**src/hdl/rgbed_pkg.sv**
```systemverilog
`timescale 1ns / 1ps
// ----------------------------------------------------------------------------
// rgbed_pkg
// shared constants, types and helpers of the rgb error diffusion ditherer
// ----------------------------------------------------------------------------
package rgbed_pkg;

	// default frame limits
	localparam int MAX_WIDTH_DEF  = 1024;
	localparam int MAX_HEIGHT_DEF = 1024;

	// configuration port
	localparam int APB_ADDR_W = 4;
	localparam int APB_DATA_W = 32;
	localparam int CFG_SIZE_W = 11;

	localparam logic [1:0] REG_WIDTH    = 2'd0;
	localparam logic [1:0] REG_HEIGHT   = 2'd1;
	localparam logic [1:0] REG_POLARITY = 2'd2;

	localparam logic [CFG_SIZE_W-1:0] WIDTH_RST  = 11'd1024;
	localparam logic [CFG_SIZE_W-1:0] HEIGHT_RST = 11'd1024;
	localparam logic                  POL_RST    = 1'b1;

	// payload widths
	localparam int PIX_W     = 8;
	localparam int POS_OUT_W = 10;
	localparam int SUM_W     = 15;
	localparam int OUT_W     = 1 + 2 * POS_OUT_W + 2;

	// luma weights and the reciprocal of 100 (exact for sums up to 25500)
	localparam logic [SUM_W-1:0] W_RED   = 15'd30;
	localparam logic [SUM_W-1:0] W_GREEN = 15'd59;
	localparam logic [SUM_W-1:0] W_BLUE  = 15'd11;
	localparam int RECIP_W    = 13;
	localparam logic [RECIP_W-1:0] GRAY_RECIP = 13'd5243;
	localparam int GRAY_SHIFT = 19;

	// quantizer and error shares
	localparam logic [PIX_W-1:0] THRESH  = 8'd127;
	localparam logic [PIX_W-1:0] PIX_MAX = 8'd255;
	localparam int VAL_W   = 10;
	localparam int ERR_W   = 9;
	localparam int PROD_W  = 12;
	localparam int RC_W    = 7;
	localparam int DIAG_W  = 4;
	localparam int BELOW_W = 8;
	localparam int SHARE_SHIFT = 4;
	localparam logic signed [PROD_W-1:0] SH7 = 12'sd7;
	localparam logic signed [PROD_W-1:0] SH5 = 12'sd5;
	localparam logic signed [PROD_W-1:0] SH3 = 12'sd3;
	localparam logic signed [PROD_W-1:0] DIV_BIAS = 12'sd15;

	// queue depths
	localparam int MID_DEPTH = 4;
	localparam int OUT_DEPTH = 2;

	typedef struct packed {
		logic row_zero;
		logic last_col;
		logic last_row;
	} pos_flags_t;

	// divide by 16, truncating toward zero
	function automatic logic signed [PROD_W-1:0] div16_trunc(input logic signed [PROD_W-1:0] x);
		if (x < 0) begin
			return (x + DIV_BIAS) >>> SHARE_SHIFT;
		end
		return x >>> SHARE_SHIFT;
	endfunction

endpackage

```
**src/hdl/rgbed_front.sv**
```systemverilog
`timescale 1ns / 1ps
// ----------------------------------------------------------------------------
// rgbed_front
// pixel intake: raster position, row and frame flags, gray conversion
// ----------------------------------------------------------------------------
module rgbed_front #(
	parameter int MAX_WIDTH  = rgbed_pkg::MAX_WIDTH_DEF,
	parameter int MAX_HEIGHT = rgbed_pkg::MAX_HEIGHT_DEF,
	parameter int MID_W      = 32
) (
	input  logic                                         clk,
	input  logic                                         arst_n,
	input  logic [rgbed_pkg::CFG_SIZE_W-1:0]             cfg_width,
	input  logic [rgbed_pkg::CFG_SIZE_W-1:0]             cfg_height,
	input  logic                                         push,
	output logic                                         full,
	input  logic [rgbed_pkg::PIX_W-1:0]                  red,
	input  logic [rgbed_pkg::PIX_W-1:0]                  green,
	input  logic [rgbed_pkg::PIX_W-1:0]                  blue,
	input  logic [$clog2(rgbed_pkg::MID_DEPTH+1)-1:0]    mid_level,
	output logic                                         mid_push,
	output logic [MID_W-1:0]                             mid_data
);
	import rgbed_pkg::*;

	localparam int CW    = $clog2(MAX_WIDTH);
	localparam int RW    = $clog2(MAX_HEIGHT);
	localparam int WW    = (CW + 1 > CFG_SIZE_W) ? CW + 1 : CFG_SIZE_W;
	localparam int HW    = (RW + 1 > CFG_SIZE_W) ? RW + 1 : CFG_SIZE_W;
	localparam int LVL_W = $clog2(MID_DEPTH + 1);
	localparam int PRD_W = SUM_W + RECIP_W;

	logic [CW-1:0]        col_q;
	logic [RW-1:0]        row_q;
	logic [WW-1:0]        w_eff;
	logic [HW-1:0]        h_eff;
	logic                 last_col;
	logic                 last_row;
	logic                 accept;

	logic                 valid_s1;
	logic [SUM_W-1:0]     sum_s1;
	logic [CW-1:0]        col_s1;
	logic [POS_OUT_W-1:0] row_s1;
	pos_flags_t           flags_s1;

	logic [PRD_W-1:0]     prod;
	logic [PIX_W-1:0]     gray;

	// effective frame size
	always_comb begin
		if (cfg_width == '0) begin
			w_eff = WW'(1);
		end else if (WW'(cfg_width) > WW'(MAX_WIDTH)) begin
			w_eff = WW'(MAX_WIDTH);
		end else begin
			w_eff = WW'(cfg_width);
		end
		if (cfg_height == '0) begin
			h_eff = HW'(1);
		end else if (HW'(cfg_height) > HW'(MAX_HEIGHT)) begin
			h_eff = HW'(MAX_HEIGHT);
		end else begin
			h_eff = HW'(cfg_height);
		end
	end

	assign last_col = (WW'(col_q) + 1'b1) >= w_eff;
	assign last_row = (HW'(row_q) + 1'b1) >= h_eff;

	// room is counted against words still in the conversion stage
	assign full   = (({1'b0, mid_level} + (LVL_W + 1)'(valid_s1)) >= (LVL_W + 1)'(MID_DEPTH));
	assign accept = push && !full;

	always_ff @(posedge clk or negedge arst_n) begin
		if (!arst_n) begin
			col_q    <= '0;
			row_q    <= '0;
			valid_s1 <= 1'b0;
		end else begin
			valid_s1 <= accept;
			if (accept) begin
				if (last_col) begin
					col_q <= '0;
					row_q <= last_row ? '0 : row_q + 1'b1;
				end else begin
					col_q <= col_q + 1'b1;
				end
			end
		end
	end

	always_ff @(posedge clk) begin
		if (accept) begin
			sum_s1   <= SUM_W'(red) * W_RED + SUM_W'(green) * W_GREEN + SUM_W'(blue) * W_BLUE;
			col_s1   <= col_q;
			row_s1   <= POS_OUT_W'(row_q);
			flags_s1 <= '{row_zero: (row_q == '0), last_col: last_col, last_row: last_row};
		end
	end

	// divide by 100 through the reciprocal
	assign prod     = PRD_W'(sum_s1) * PRD_W'(GRAY_RECIP);
	assign gray     = prod[GRAY_SHIFT +: PIX_W];
	assign mid_push = valid_s1;
	assign mid_data = {gray, col_s1, row_s1, flags_s1};

endmodule

```
**config.mk**
```make
export PLATFORM = sky130hd
export DESIGN_NAME = rgbed_front
export DESIGN_NICKNAME = d
export VERILOG_FILES = /design/src/hdl/rgbed_pkg.sv /design/src/hdl/rgbed_front.sv
export SDC_FILE = /design/constraint.sdc
export NUM_CORES = 1
export LEC_CHECK = 0
export BUFFER_PORTS_ARGS = -buffer_cell sky130_fd_sc_hd__buf_2
export CORE_MARGIN = 2
export CORE_UTILIZATION = 65
export CTS_CLUSTER_DIAMETER = 30
export DETAILED_ROUTE_END_ITERATION = 6
export PLACE_DENSITY = 0.94
export REMOVE_ABC_BUFFERS = 1
export SLEW_MARGIN = 20
export SYNTH_ARGS = -nofsm -noshare
export SYNTH_HDL_FRONTEND = slang
export SYNTH_SLANG_ARGS = --single-unit
```
**constraint.sdc**
```tcl
create_clock -name clk -period 11.1 [get_ports clk]
set_input_delay 2.22 -clock clk [delete_from_list [all_inputs] [get_ports clk]]
set_output_delay 2.22 -clock clk [all_outputs]
set_load 0.1 [all_outputs]
```
==> metrics.md <==
| Metric | Value |
|---|---|
| Diodes inserted | 0 |
| Core area | approximately 0.015 mm^2 |
| DR vias | ~7300 |
| Setup bufs post-CTS | 0 |
| Hold WC Path Type | register to register |
| Syn. warnings | 0 |
| CP arrival | between 5000 and 6000 ps |
| Port bufs | 84 |
| Global-route wire length before repair | ~39000 um |
| Max stage delay on crit path | roughly 550 ps |
| Fin. max-slew vios | 0 |
| Status | complete, no violations |
| Vias per inst | 5.99 |
| CTS tree | yes |
| Post-synth ARST share | 0.356 |
| # IOs | 86 |
| Largest net degree at the start of global routing | 51 |
| Final setup viols | 0 |
| Max_cap viols | 0 |
| CP max FO | 6 |
| Crit-path slowest cell | fa_1 |
| Grt ovf | 0 |
| Initial core utilization | 0.663 |
| RSZ-0062 raised after global routing | false |
| Initial antenna violation count | 0 |
| Fillers | about 900 |
| Req. time, crit path | slightly below 9000 ps |
| Layout cells sized above 1 | 0.109 |
| Nets | 1398 |
| Worst Clk Skew | 5.70 ps |
| Layout overhead on the synthesized area | 8.59% |
| Distinct cells, synth | 68 |
| Register area share after synthesis | 0.173 |
| Final GP Congestion | approximately 0.89 |
| Final ANT Viol Nets | 0 |
| Root Driver | clkbuf_16 |
| Die H | approximately 130 um |
| Post-DP HPWL | about 18000 um |
| Slew margin rel. | 0.303 |
| Rows | 44 |
| Kind of start point of the critical path | register |
| WL/cell | 19.0 um |
| FF+latch count, synth | 59 |
| Post-Synthesis Cells | around 950 |
| Bufs and invs on worst path | 5 |
| Final hold vios | 0 |
| Post-synth top flop | edfxtp_1 |
| Pre-Repair DR Iteration Count | 6 |
| Clk buf depth | 2 |
| Setup Total Neg Slack | 0 ps |
| Post-CTS Hold Fix Bufs | 0 |
| Setup CP Type | register to output pin |
| Mean Syn Cell Area | 10.2 um^2 |
| Vias in the first global route | 7913 |
| Cts bufs inserted | 9 |
| Worst-path cell chain | ha_1, inv_1, fa_1, inv_1, fa_1, inv_1, fa_1, fa_1, inv_1, ha_1, nand3_1, or2_1, o21a_1, nor3_1, nor3_1, o221ai_1, buf_2 |
| Tmin final | slightly below 8000 ps |
| Htree depth | 3 |
| Final design utilization | 0.720 |
| EDFF count, synth | 38 |
| Synthesized area | roughly 0.0096 mm^2 |
| Post-CTS Resized | 0 |
| Worst-path clk slew | ~50 ps |
| GR Util All Layers | 0.305 |
| Clk_lat worst skew | about 330 ps |
| Iteration-0 DRC Markers | 807 |
| Final wirelength | approximately 23000 um |
| Worst-Margin Slew | approximately 1000 ps |
| Die X | between 100 and 150 um |
| Fin crit share | 0.702 |
| Die area | roughly 0.016 mm^2 |
| Post-route DRC | 0 |
| Crit path max-delay family | adder cells |
| Clk sinks | 59 |
| Crit path capture type | output pin |
| Fmax | 128 MHz |
synth_stat cells, types with 4 or more instances:
cell        n  area (um^2)
or3_1       6         37.5
nand3_1    12         60.1
o21a_1      5         37.5
o21ai_1    19         95.1
a21o_1      6         45.0
and3_1      8         50.1
o21bai_1    4         30.0
xor2_1     14          123
nor3_1     11         55.1
nor2_1     23         86.3
nor4_1      9         56.3
o21ai_0     9         45.0
o31ai_1     6         45.0
ha_1      186         2330
dfrtp_1    21          526
xnor2_1    28          245
o22ai_1     4         25.0
a31oi_1     5         31.3
nor2b_1     5         31.3
edfxtp_1   38         1140
a21oi_1    32          160
fa_1      132         2640
nand2b_1    7         43.8
buf_4       9         67.6
inv_1     227          852
nand2_1    65          244
sequential cells by signal (all words and copies together), names as in the netlist:
| register | flops |
|---|---|
| col_q | 10 |
| mid_push | 1 |
| row_q | 10 |
| col_s1 | 10 |
| row_s1 | 10 |
| sum_s1 | 15 |
| mid_data | 3 |
cell families after synthesis:
logic type                 count (synthesis)  synth area share
adders and majority gates                318             0.515
buffers and inverters                    246             0.102
and+or+nand+nor                          159            0.0814
AOI/OAI and AO/OA                        122            0.0879
DFF                                       59             0.173
xor gates and xnor gates                  42            0.0382
muxes                                      2           0.00208
other                                      1          0.000389
path summary, 6_finish.rpt:
| path | startpoint | to | slack (ps) | cells after the start |
|---|---|---|---|---|
| worst min register to register | col_q[9] | col_s1[9] | 530 | 0 |
| worst min-delay path | col_q[9] | col_s1[9] | 530 | 0 |
| worst max-delay path | sum_s1[8] | mid_data[30] | 3310 | 17 |
| min in group asynchronous | arst_n | col_q[7] | 1860 | 1 |
| max in group asynchronous | arst_n | row_q[3] | 8890 | 1 |
| worst max register to register | col_q[0] | col_q[2] | 7370 | 11 |
cell usage in the layout, fill, tap and decap left out, types with 3 or more instances in the layout:
cell / count
xnor2_1: 28
o21ai_1: 19
xor2_1: 14
o21a_1: 5
nand2_1: 65
a21o_1: 6
nand2b_1: 7
o41ai_1: 3
edfxtp_1: 38
buf_2: 84
a21oi_1: 32
o21bai_1: 4
nor2_1: 23
a31oi_1: 5
dfrtp_1: 21
and3_1: 8
nand4_1: 3
nor3_1: 11
o21ai_0: 9
nor4_1: 9
o31ai_1: 6
inv_1: 226
clkbuf_16: 9
nor2b_1: 5
o211ai_1: 3
ha_1: 186
fa_1: 132
o22ai_1: 4
or3_1: 6
nand3_1: 12
area by class of cell:
| cell class | instances | area (um^2) | area share |
|---|---|---|---|
| Clock inverter | 4 | 50.0 | 0.00478 |
| Tap cell | 184 | 230 | 0.0220 |
| Inverter | 230 | 863 | 0.0825 |
| Sequential cell | 59 | 1670 | 0.159 |
| Multi-Input combinational cell | 644 | 6990 | 0.668 |
| Timing Repair Buffer | 84 | 420 | 0.0402 |
| Clock buffer | 12 | 246 | 0.0235 |
metal layers:
| metal | track usage | wire, um |
|---|---|---|
| met2 | 0.542 | 11800 |
| met1 | 0.367 | 8620 |
| met4 | 0.149 | 1280 |
| met5 | 0 | 0 |
| met3 | 0.0425 | 1420 |
metrics by stage:
step,worst slack (ps),cell area (um^2),hold WS (ps),instances
after global routing,3000,10500,559,1217
after floorplan,3210,9520,480,933
after global placement,3400,10200,503,1201
after CTS,3360,10500,530,1217
final,3310,10500,530,1217
after detailed placement,3080,10200,514,1201
worst register-to-register path, delay by kind of cell (launching register included):
| kind | cells | cell delay [ps] |
|---|---|---|
| AO/OA/AOI/OAI | 3 | 1160 |
| flip-flops | 1 | 470 |
| XOR/XNOR | 1 | 290 |
| AND/OR/NAND/NOR | 5 | 1120 |
| adder cells (fa/ha/maj) | 2 | 590 |
Power is left out: the tool's default activity adds up to more than one toggle a clock period on the data nets, which glitch-free logic cannot reach.
