`src/hdl/rgbed_fifo.sv`:
```
`timescale 1ns / 1ps
// ----------------------------------------------------------------------------
// rgbed_fifo
// small register queue with show-ahead read and fill level
// ----------------------------------------------------------------------------
module rgbed_fifo #(
	parameter int DATA_W = 8,
	parameter int DEPTH  = 4
) (
	input  logic                         clk,
	input  logic                         arst_n,
	input  logic                         wr_en,
	input  logic [DATA_W-1:0]            wr_data,
	input  logic                         rd_en,
	output logic [DATA_W-1:0]            rd_data,
	output logic                         full,
	output logic                         empty,
	output logic [$clog2(DEPTH+1)-1:0]   level
);
	localparam int PTR_W = (DEPTH > 1) ? $clog2(DEPTH) : 1;
	localparam int LVL_W = $clog2(DEPTH + 1);

	logic [DATA_W-1:0] store_q [DEPTH];
	logic [PTR_W-1:0]  wr_ptr_q;
	logic [PTR_W-1:0]  rd_ptr_q;
	logic [LVL_W-1:0]  level_q;
	logic              do_wr;
	logic              do_rd;

	assign full    = (level_q == LVL_W'(DEPTH));
	assign empty   = (level_q == '0);
	assign level   = level_q;
	assign rd_data = store_q[rd_ptr_q];
	assign do_wr   = wr_en && !full;
	assign do_rd   = rd_en && !empty;

	always_ff @(posedge clk or negedge arst_n) begin
		if (!arst_n) begin
			wr_ptr_q <= '0;
			rd_ptr_q <= '0;
			level_q  <= '0;
		end else begin
			if (do_wr) begin
				wr_ptr_q <= (wr_ptr_q == PTR_W'(DEPTH - 1)) ? '0 : wr_ptr_q + 1'b1;
			end
			if (do_rd) begin
				rd_ptr_q <= (rd_ptr_q == PTR_W'(DEPTH - 1)) ? '0 : rd_ptr_q + 1'b1;
			end
			if (do_wr && !do_rd) begin
				level_q <= level_q + 1'b1;
			end else if (do_rd && !do_wr) begin
				level_q <= level_q - 1'b1;
			end
		end
	end

	always_ff @(posedge clk) begin
		if (do_wr) begin
			store_q[wr_ptr_q] <= wr_data;
		end
	end

endmodule

```
`config.mk`:
```
export PLATFORM = sky130hd
export DESIGN_NAME = rgbed_fifo
export DESIGN_NICKNAME = d
export VERILOG_FILES = /design/src/hdl/rgbed_fifo.sv
export SDC_FILE = /design/constraint.sdc
export NUM_CORES = 1
export LEC_CHECK = 0
export BUFFER_PORTS_ARGS = -buffer_cell sky130_fd_sc_hd__buf_2
export CAP_MARGIN = 20
export CORE_AREA = 2 2 60 62
export DETAILED_ROUTE_END_ITERATION = 7
export DIE_AREA = 0 0 62 64
export HOLD_SLACK_MARGIN = 0.08
export PLACE_DENSITY = 0.7
export SYNTH_ARGS = -nofsm -noshare
export SYNTH_HDL_FRONTEND = slang
export SYNTH_SLANG_ARGS = --single-unit
```
`constraint.sdc`:
```
create_clock -name clk -period 3.02 [get_ports clk]
set_clock_uncertainty 0.1 [all_clocks]
set_input_delay 0.302 -clock clk [delete_from_list [all_inputs] [get_ports clk]]
set_output_delay 0.302 -clock clk [all_outputs]
set_load 0.05 [all_outputs]
```
==> results of run 1 <==
## timing repair
| item | CTS | global route |
|---|---|---|
| endpoints found under the hold margin | 30 | 4 |
| hold buffers | 8 | 1 |
| gates resized for setup | 0 | 0 |
## state kept, by name, indices dropped and copies added, names as in the netlist
name      flops
level         3
rd_ptr_q      2
store_q      32
wr_ptr_q      2
## layer usage
| layer | part of all wire, % | vias to the layer above |
|---|---|---|
| met4 | 0.82 | 0 |
| met5 | 0 | - |
| met2 | 54 | 19 |
| li1 | - | 377 |
| met3 | 5.2 | 2 |
| met1 | 40 | 405 |
## power by group through the flow
stage / Combinational [W] / Clock, W / Sequential (W)
after floorplan: 0.000733 / 0 / 0.000878
after global placement: 0.000911 / 0 / 0.000874
after detailed placement: 0.000938 / 0 / 0.000889
after CTS: 0.000948 / 0.000251 / 0.000877
after global routing: 0.00100 / 0.000278 / 0.000896
final: 0.000933 / 0.000240 / 0.000867
## stage by stage
step | area, um^2 | setup WS, ps
after floorplan | 1620 | 169
after global placement | 1790 | 991
after detailed placement | 1790 | 848
after CTS | 1920 | 647
after global routing | 1930 | 573
final | 1930 | 723
## worst max-delay path by stage
stage	from	end	cells past startpoint
2_1_floorplan	level[1]	level[2]	8
3_3_place_gp	level[1]	level[1]	6
3_5_place_dp	level[1]	level[2]	8
4_1_cts	rd_ptr_q[0]	rd_data[7]	2
5_1_grt	rd_ptr_q[0]	rd_data[7]	2
6_report	rd_ptr_q[0]	rd_data[7]	2
## layout by cell type, fill, tap and decap left out, types with 4 or more instances in the layout
master                          instances
sky130_fd_sc_hd__dfrtp_1                7
sky130_fd_sc_hd__edfxtp_1              32
sky130_fd_sc_hd__dlygate4sd3_1          9
sky130_fd_sc_hd__nor2_1                 4
sky130_fd_sc_hd__mux2_4                 4
sky130_fd_sc_hd__buf_2                 24
sky130_fd_sc_hd__ha_1                   6
sky130_fd_sc_hd__clkbuf_4               5
sky130_fd_sc_hd__mux4_2                 8
## synthesized netlist by cell type
master and instances:
sky130_fd_sc_hd__nor3b_4 1, sky130_fd_sc_hd__xnor2_1 1, sky130_fd_sc_hd__dfrtp_1 7, sky130_fd_sc_hd__fa_1 1
sky130_fd_sc_hd__mux4_2 8, sky130_fd_sc_hd__inv_1 3, sky130_fd_sc_hd__mux2_2 1, sky130_fd_sc_hd__and2_1 3
sky130_fd_sc_hd__nand2_1 1, sky130_fd_sc_hd__mux2_4 4, sky130_fd_sc_hd__xor2_1 2, sky130_fd_sc_hd__nor3_1 1
sky130_fd_sc_hd__nand2b_4 1, sky130_fd_sc_hd__nor2_1 4, sky130_fd_sc_hd__clkbuf_1 1, sky130_fd_sc_hd__nor2b_4 1
sky130_fd_sc_hd__ha_1 6, sky130_fd_sc_hd__buf_2 1, sky130_fd_sc_hd__edfxtp_1 32
## logic make-up after synthesis
group	synth area share (%)
buffers and inverters	1.24
xor gates and xnor gates	1.62
adders and majority gates	5.88
muxes	15.5
DFF	70.2
and+or+nand+nor	5.49
## layout make-up
cell class	instances	area, um^2	area share, %
well taps	46	57.6	2.98
flip-flops and latches	39	1140	58.8
multi-input cells	35	467	24.2
inverters	3	11.3	0.583
clock inverters	1	5.00	0.259
clock buffers	7	45.0	2.33
repair buffers	33	210	10.9
## worst max-delay path: stages (launching register included)
cell and delay, ps:
sky130_fd_sc_hd__dfrtp_1 740, sky130_fd_sc_hd__mux4_2 600, sky130_fd_sc_hd__buf_2 230
==> results.txt, run 1 <==
----------------------------------------------------
[Die]
  Row cnt ... 21
  Initial core utilization ... 49.3%
  Die extent in x ... 62 um
  # IOs ... 25
  Core Region ... 0.00328 mm^2
  Vertical die dimension ... 64 um
  Total Die Area ... 0.00397 mm^2

[Clocking]
  TritonCTS clock tree ... yes
  Deepest clock path buffer count ... 2
  Number of levels the H-tree was split into ... 2
  Clock buffer count from CTS ... 5
  Number of buffers inserted to repair setup after CTS ... 0
  Clock root buffer ... sky130_fd_sc_hd__clkbuf_4
  CTS clock-pin slew for the worst setup and hold paths ... 100 ps
  Number of clock sinks ... 39
  Insertion delay to the later sink of the worst-skew pair ... 330 ps

[Power]
  Power density cells ... 1060 mW/mm^2
  Leakage power ... 0.745 nW
  Power consumption ... 0.00204 W
  Clock power frac ... 11.8%
  Share of total power in combinational logic ... 45.7%
  Maximum vdd ir drop ... 0.544 mV
  Switching power total ... 0.000873 W
  Share of total power in sequential cells ... 42.5%
  Switching fraction of total power ... 42.8%
  Internal power component ... 0.00117 W

[STA]
  Final number of max-transition violations ... 0
  Achievable Freq ... 435 MHz
  Post-route setup TNS ... 0 ps
  Count of endpoints failing hold in the final timing report ... 0
  Slew HR ... 48.5%
  Ratio of final minimum period to clock period ... 76.1%
  Post-route worst hold slack ... 220 ps
  Minimum clock period ... 2300 ps
  RSZ-0062 raised after global routing ... no
  Worst Tran Pin Value ... 769 ps
  Count of endpoints failing setup in the final report ... 0

[Critical path]
  Required time of the critical path ... 2620 ps
  Element type at the critical path end ... output port
  CP Launch Type ... flip-flop
  Reg-to-reg critical path endpoint ... level[2]
  Reg2Reg Launch Point ... level[1]
  CP Data Arrival Time ... 1900 ps
  Logic depth of the worst register-to-register path ... 8
  R2R setup slack ... 860 ps
  Crit-path max FO ... 11
  Critical path type ... reg2out

[Routing]
  Number of iterations in the first detailed-routing pass ... 4
  Drt total wl ... 2.56 mm
  Post-detailed-route DRC marker count ... 0
  Total number of vias ... 803
  Routed WL per cell ... 15.6 um
  Via count normalized by instance count ... 4.90
  First-iteration detailed-routing DRC count ... 11
  Post-route ant nets ... 0

[Yosys]
  Post-synthesis instance area ... 0.00162 mm^2
  Area contributors post-synth ... sky130_fd_sc_hd__edfxtp_1, sky130_fd_sc_hd__mux4_2, sky130_fd_sc_hd__dfrtp_1
  Unique masters post-synth ... 19
  Number of warnings issued by yosys ... 0
  Sequential cell area fraction in the yosys report ... 70.2%
  Post-synthesis cell count ... 79
  Register bit count reported by yosys ... 39
  Syn Area/Cell ... 20.5 um^2
  Synthesized netlist net count ... 98
  Share of the synthesized area in the top cell type ... 59.4%
  Cell type contributing the most total cell area after synthesis ... sky130_fd_sc_hd__edfxtp_1

[Global route]
  Number of global-route vias before repair ... 865
  Antenna violations before repair ... 0
  Pin count of the biggest net entering global routing ... 12
  Global-route wire length before repair ... 4.21 mm
  Remaining global-route overflow ... 0
  GR Util All Layers ... 15.8%
  Met1 Track Usage GR ... 18.6%
  Met3 track demand over resource ... 6.28%
  Global Route met2 Usage ... 25.4%
  Most congested layer reported by global routing ... met2

[Cells and area]
  Fraction of final layout cells with drive strength greater than 1 ... 39.8%
  Diodes inserted ... 0
  Area added between synthesis and finish ... 19.4%
  Final Util ... 58.8%
  Final instance count without filler cells ... 164
  Filler cells ... 255
  Fin nets ... 136

[Status]
  Status ... complete, no violations

[Placed design]
  PortBufs ... 24
  Inst Count DP ... 147
  Final Wtd Congestion ... 0.682
  Half-perimeter wire length after detailed placement ... 1.85 mm

[Flow run]
  Maximum Capacitance Violations ... 0

[Worst hold path]
  HP Class ... in2async

----------------------------------------------------
(Power assumes the default switching activity.)
==> inputs of run 2 (changes only) <==
Clock period 3.02 ns to 2.3 ns, I/O delays scaled along.
==> run 2 against run 1 <==
Against the previous run: via count is 2.6% higher; utilization is 2.9 points higher; global-route usage is 0.80 points lower; combinational power is 34% higher.
==> results.txt, run 2 (same netlist as run 1, synthesis figures left out) <==
----------------------------------------------------
[Status]
  Status ... complete, no violations

[Power]
  Share of total power in sequential cells ... 39.1% (-3.4 points)
  Leakage power ... 0.776 nW (+4.2%)
  Switching power total ... 0.00117 W (+34%)
  Switching fraction of total power ... 39.5% (-3.3 points)
  Power density cells ... 1460 mW/mm^2 (+38%)
  Clock power frac ... 18.8% (+7.0 points)
  Internal power component ... 0.00179 W (+53%)
  Maximum vdd ir drop ... 0.876 mV (+61%)
  Share of total power in combinational logic ... 42.1% (-3.6 points)

[Placed design]
  Total cell area at the placement stage ... 0.00183 mm^2 (+2.4%)
  Final Wtd Congestion ... 0.695 (+1.8%)
  PortBufs ... 24 (unchanged)
  Half-perimeter wire length after detailed placement ... 1.67 mm (-9.8%)

[STA]
  Count of endpoints failing hold in the final timing report ... 0 (unchanged)
  Post-route worst hold slack ... 128 ps (-91.9 ps)
  Minimum clock period ... 2030 ps
  Final number of max-transition violations ... 0 (unchanged)
  Slew HR ... 69.6% (+21 points)
  RSZ-0062 raised after global routing ... no
  Worst Tran Pin Value ... 456 ps (-314 ps)
  Achievable Freq ... 492 MHz
  Ratio of final minimum period to clock period ... 88.4%
  Count of endpoints failing setup in the final report ... 0 (unchanged)

[Global route]
  Global-route wire length before repair ... 3.99 mm (-5.3%)
  Remaining global-route overflow ... 0 (unchanged)
  Number of global-route vias before repair ... 845 (-2.3%)
  GR Util All Layers ... 15.0% (-0.80 points)
  Pin count of the biggest net entering global routing ... 13 (+1)
  Antenna violations before repair ... 0 (unchanged)

[Die]
  Row cnt ... 21 (unchanged)
  # IOs ... 25 (unchanged)
  Initial core utilization ... 49.3% (unchanged)
  Total Die Area ... 0.00397 mm^2 (unchanged)
  Core Region ... 0.00328 mm^2 (unchanged)
  Die extent in x ... 62 um (unchanged)
  Vertical die dimension ... 64 um (unchanged)

[Critical path]
  R2R setup slack ... 290 ps (-570 ps)
  Required time of the critical path ... 1970 ps (-650 ps)
  Reg-to-reg critical path endpoint ... level[1]
  Crit-path max FO ... 11 (unchanged)
  End point of the critical path ... rd_data[3]
  Critical path type ... reg2out
  Launching element of the worst setup path ... rd_ptr_q[0]
  CP Data Arrival Time ... 1700 ps (-200 ps)
  Logic depth of the worst register-to-register path ... 6 (-2)
  Element type at the critical path end ... output port
  Reg2Reg Launch Point ... level[1]
  CP Launch Type ... flip-flop

[Clocking]
  TritonCTS clock tree ... yes
  CTS clock-pin slew for the worst setup and hold paths ... 120 ps (+20 ps)
  Insertion delay to the later sink of the worst-skew pair ... 340 ps (about the same)
  Number of levels the H-tree was split into ... 2 (unchanged)
  Clock root buffer ... sky130_fd_sc_hd__clkbuf_4
  Clock buffer count from CTS ... 5 (unchanged)
  Number of clock sinks ... 39 (unchanged)
  Deepest clock path buffer count ... 2 (unchanged)

[Flow run]
  Maximum Capacitance Violations ... 0 (unchanged)

[Cells and area]
  Finished Cell Area ... 0.00203 mm^2 (+4.9%)
  Fraction of final layout cells with drive strength greater than 1 ... 47.5% (+7.7 points)
  Leading cell types in the layout, fill and taps excluded ... sky130_fd_sc_hd__edfxtp_1, sky130_fd_sc_hd__buf_2, sky130_fd_sc_hd__dlygate4sd3_1
  Diodes inserted ... 0 (unchanged)
  Leading cell type in the layout, fill and taps excluded ... sky130_fd_sc_hd__edfxtp_1
  Total area of multi-input combinational cells ... 488 um^2 (+4.6%)
  Storage element area ... 0.00114 mm^2 (+0.66%)
  Fin nets ... 138 (+1.5%)
  Flip-flop count of the largest register after layout ... 32 (unchanged)
  Area added between synthesis and finish ... 25.3%
  Biggest register ... store_q
  Filler cells ... 249 (-2.4%)

[Routing]
  Number of iterations in the first detailed-routing pass ... 4 (unchanged)
  Total number of vias ... 824 (+2.6%)
  Routed WL per cell ... 14.9 um (-4.6%)
  First-iteration detailed-routing DRC count ... 28 (+17)
  Via count normalized by instance count ... 4.96 (+1.4%)
  Post-route ant nets ... 0 (unchanged)
  Drt total wl ... 2.47 mm (-3.4%)
  Post-detailed-route DRC marker count ... 0 (unchanged)

[Worst hold path]
  HP Class ... in2async

----------------------------------------------------
run 2: cell types whose count changed in the layout (fill, tap and decap cells not counted), sizes merged:
| cell | delta |
|---|---|
| buf | +2 |
| bufinv | +2 |
| clkbuf | -1 |
| clkinv | -1 |
run 2: worst max-delay path, cell delays in order (launching register included):
cell and delay [ps]:
sky130_fd_sc_hd__dfrtp_2 580, sky130_fd_sc_hd__mux4_2 550, sky130_fd_sc_hd__buf_2 230
run 2: final cells by class:
type / count / area share [%]
clock buffers: 6 / 2.04
clock inverters: 2 / 2.96
inverters: 3 / 0.556
multi-input cells: 35 / 24.1
flip-flops and latches: 39 / 56.4
well taps: 46 / 2.84
repair buffers: 35 / 11.1
run 2: routing by layer:
layer | share of wire, % | vias to the layer above | GRT usage [%]
met5 | 0 | - | 0
met4 | 2.1 | 0 | 6.38
met3 | 4.3 | 5 | 6.68
met2 | 50 | 17 | 22.1
met1 | 44 | 418 | 18.9
li1 | - | 384 | -
run 2: timing repair:
action                                  4_1_cts  5_1_grt
setup buffers                                 0        0
hold buffers                                  9        0
endpoints found under the setup margin        0        8
endpoints found under the hold margin        39        0
gates resized for setup                       0        1
run 2: power by group through the flow:
| stage | Combinational [W] | Sequential, W | Clock [W] |
|---|---|---|---|
| 3_5_place_dp | 0.00125 | 0.00118 | 0 |
| 4_1_cts | 0.00127 | 0.00117 | 0.000567 |
| 2_1_floorplan | 0.000982 | 0.00118 | 0 |
| 5_1_grt | 0.00135 | 0.00120 | 0.000598 |
| 6_report | 0.00125 | 0.00116 | 0.000557 |
| 3_3_place_gp | 0.00124 | 0.00117 | 0 |
run 2: stage by stage:
stage	power (W)	setup WS, ps	setup TNS (ps)	cells	utilization (%)
5_1_grt	0.00315	152	0	166	61.7
6_report	0.00296	266	0	166	61.7
2_1_floorplan	0.00216	-141	-279	79	-
3_3_place_gp	0.00240	300	0	149	55.8
3_5_place_dp	0.00243	277	0	149	55.8
4_1_cts	0.00300	1.71	0	166	61.7
run 2: worst min path at each step:
stage                             end  cells past startpoint
after floorplan              level[0]                      0
after CTS                    level[0]                      2
after global routing      rd_ptr_q[1]                      2
after detailed placement  rd_ptr_q[0]                      1
final                        level[0]                      2
after global placement    rd_ptr_q[1]                      1
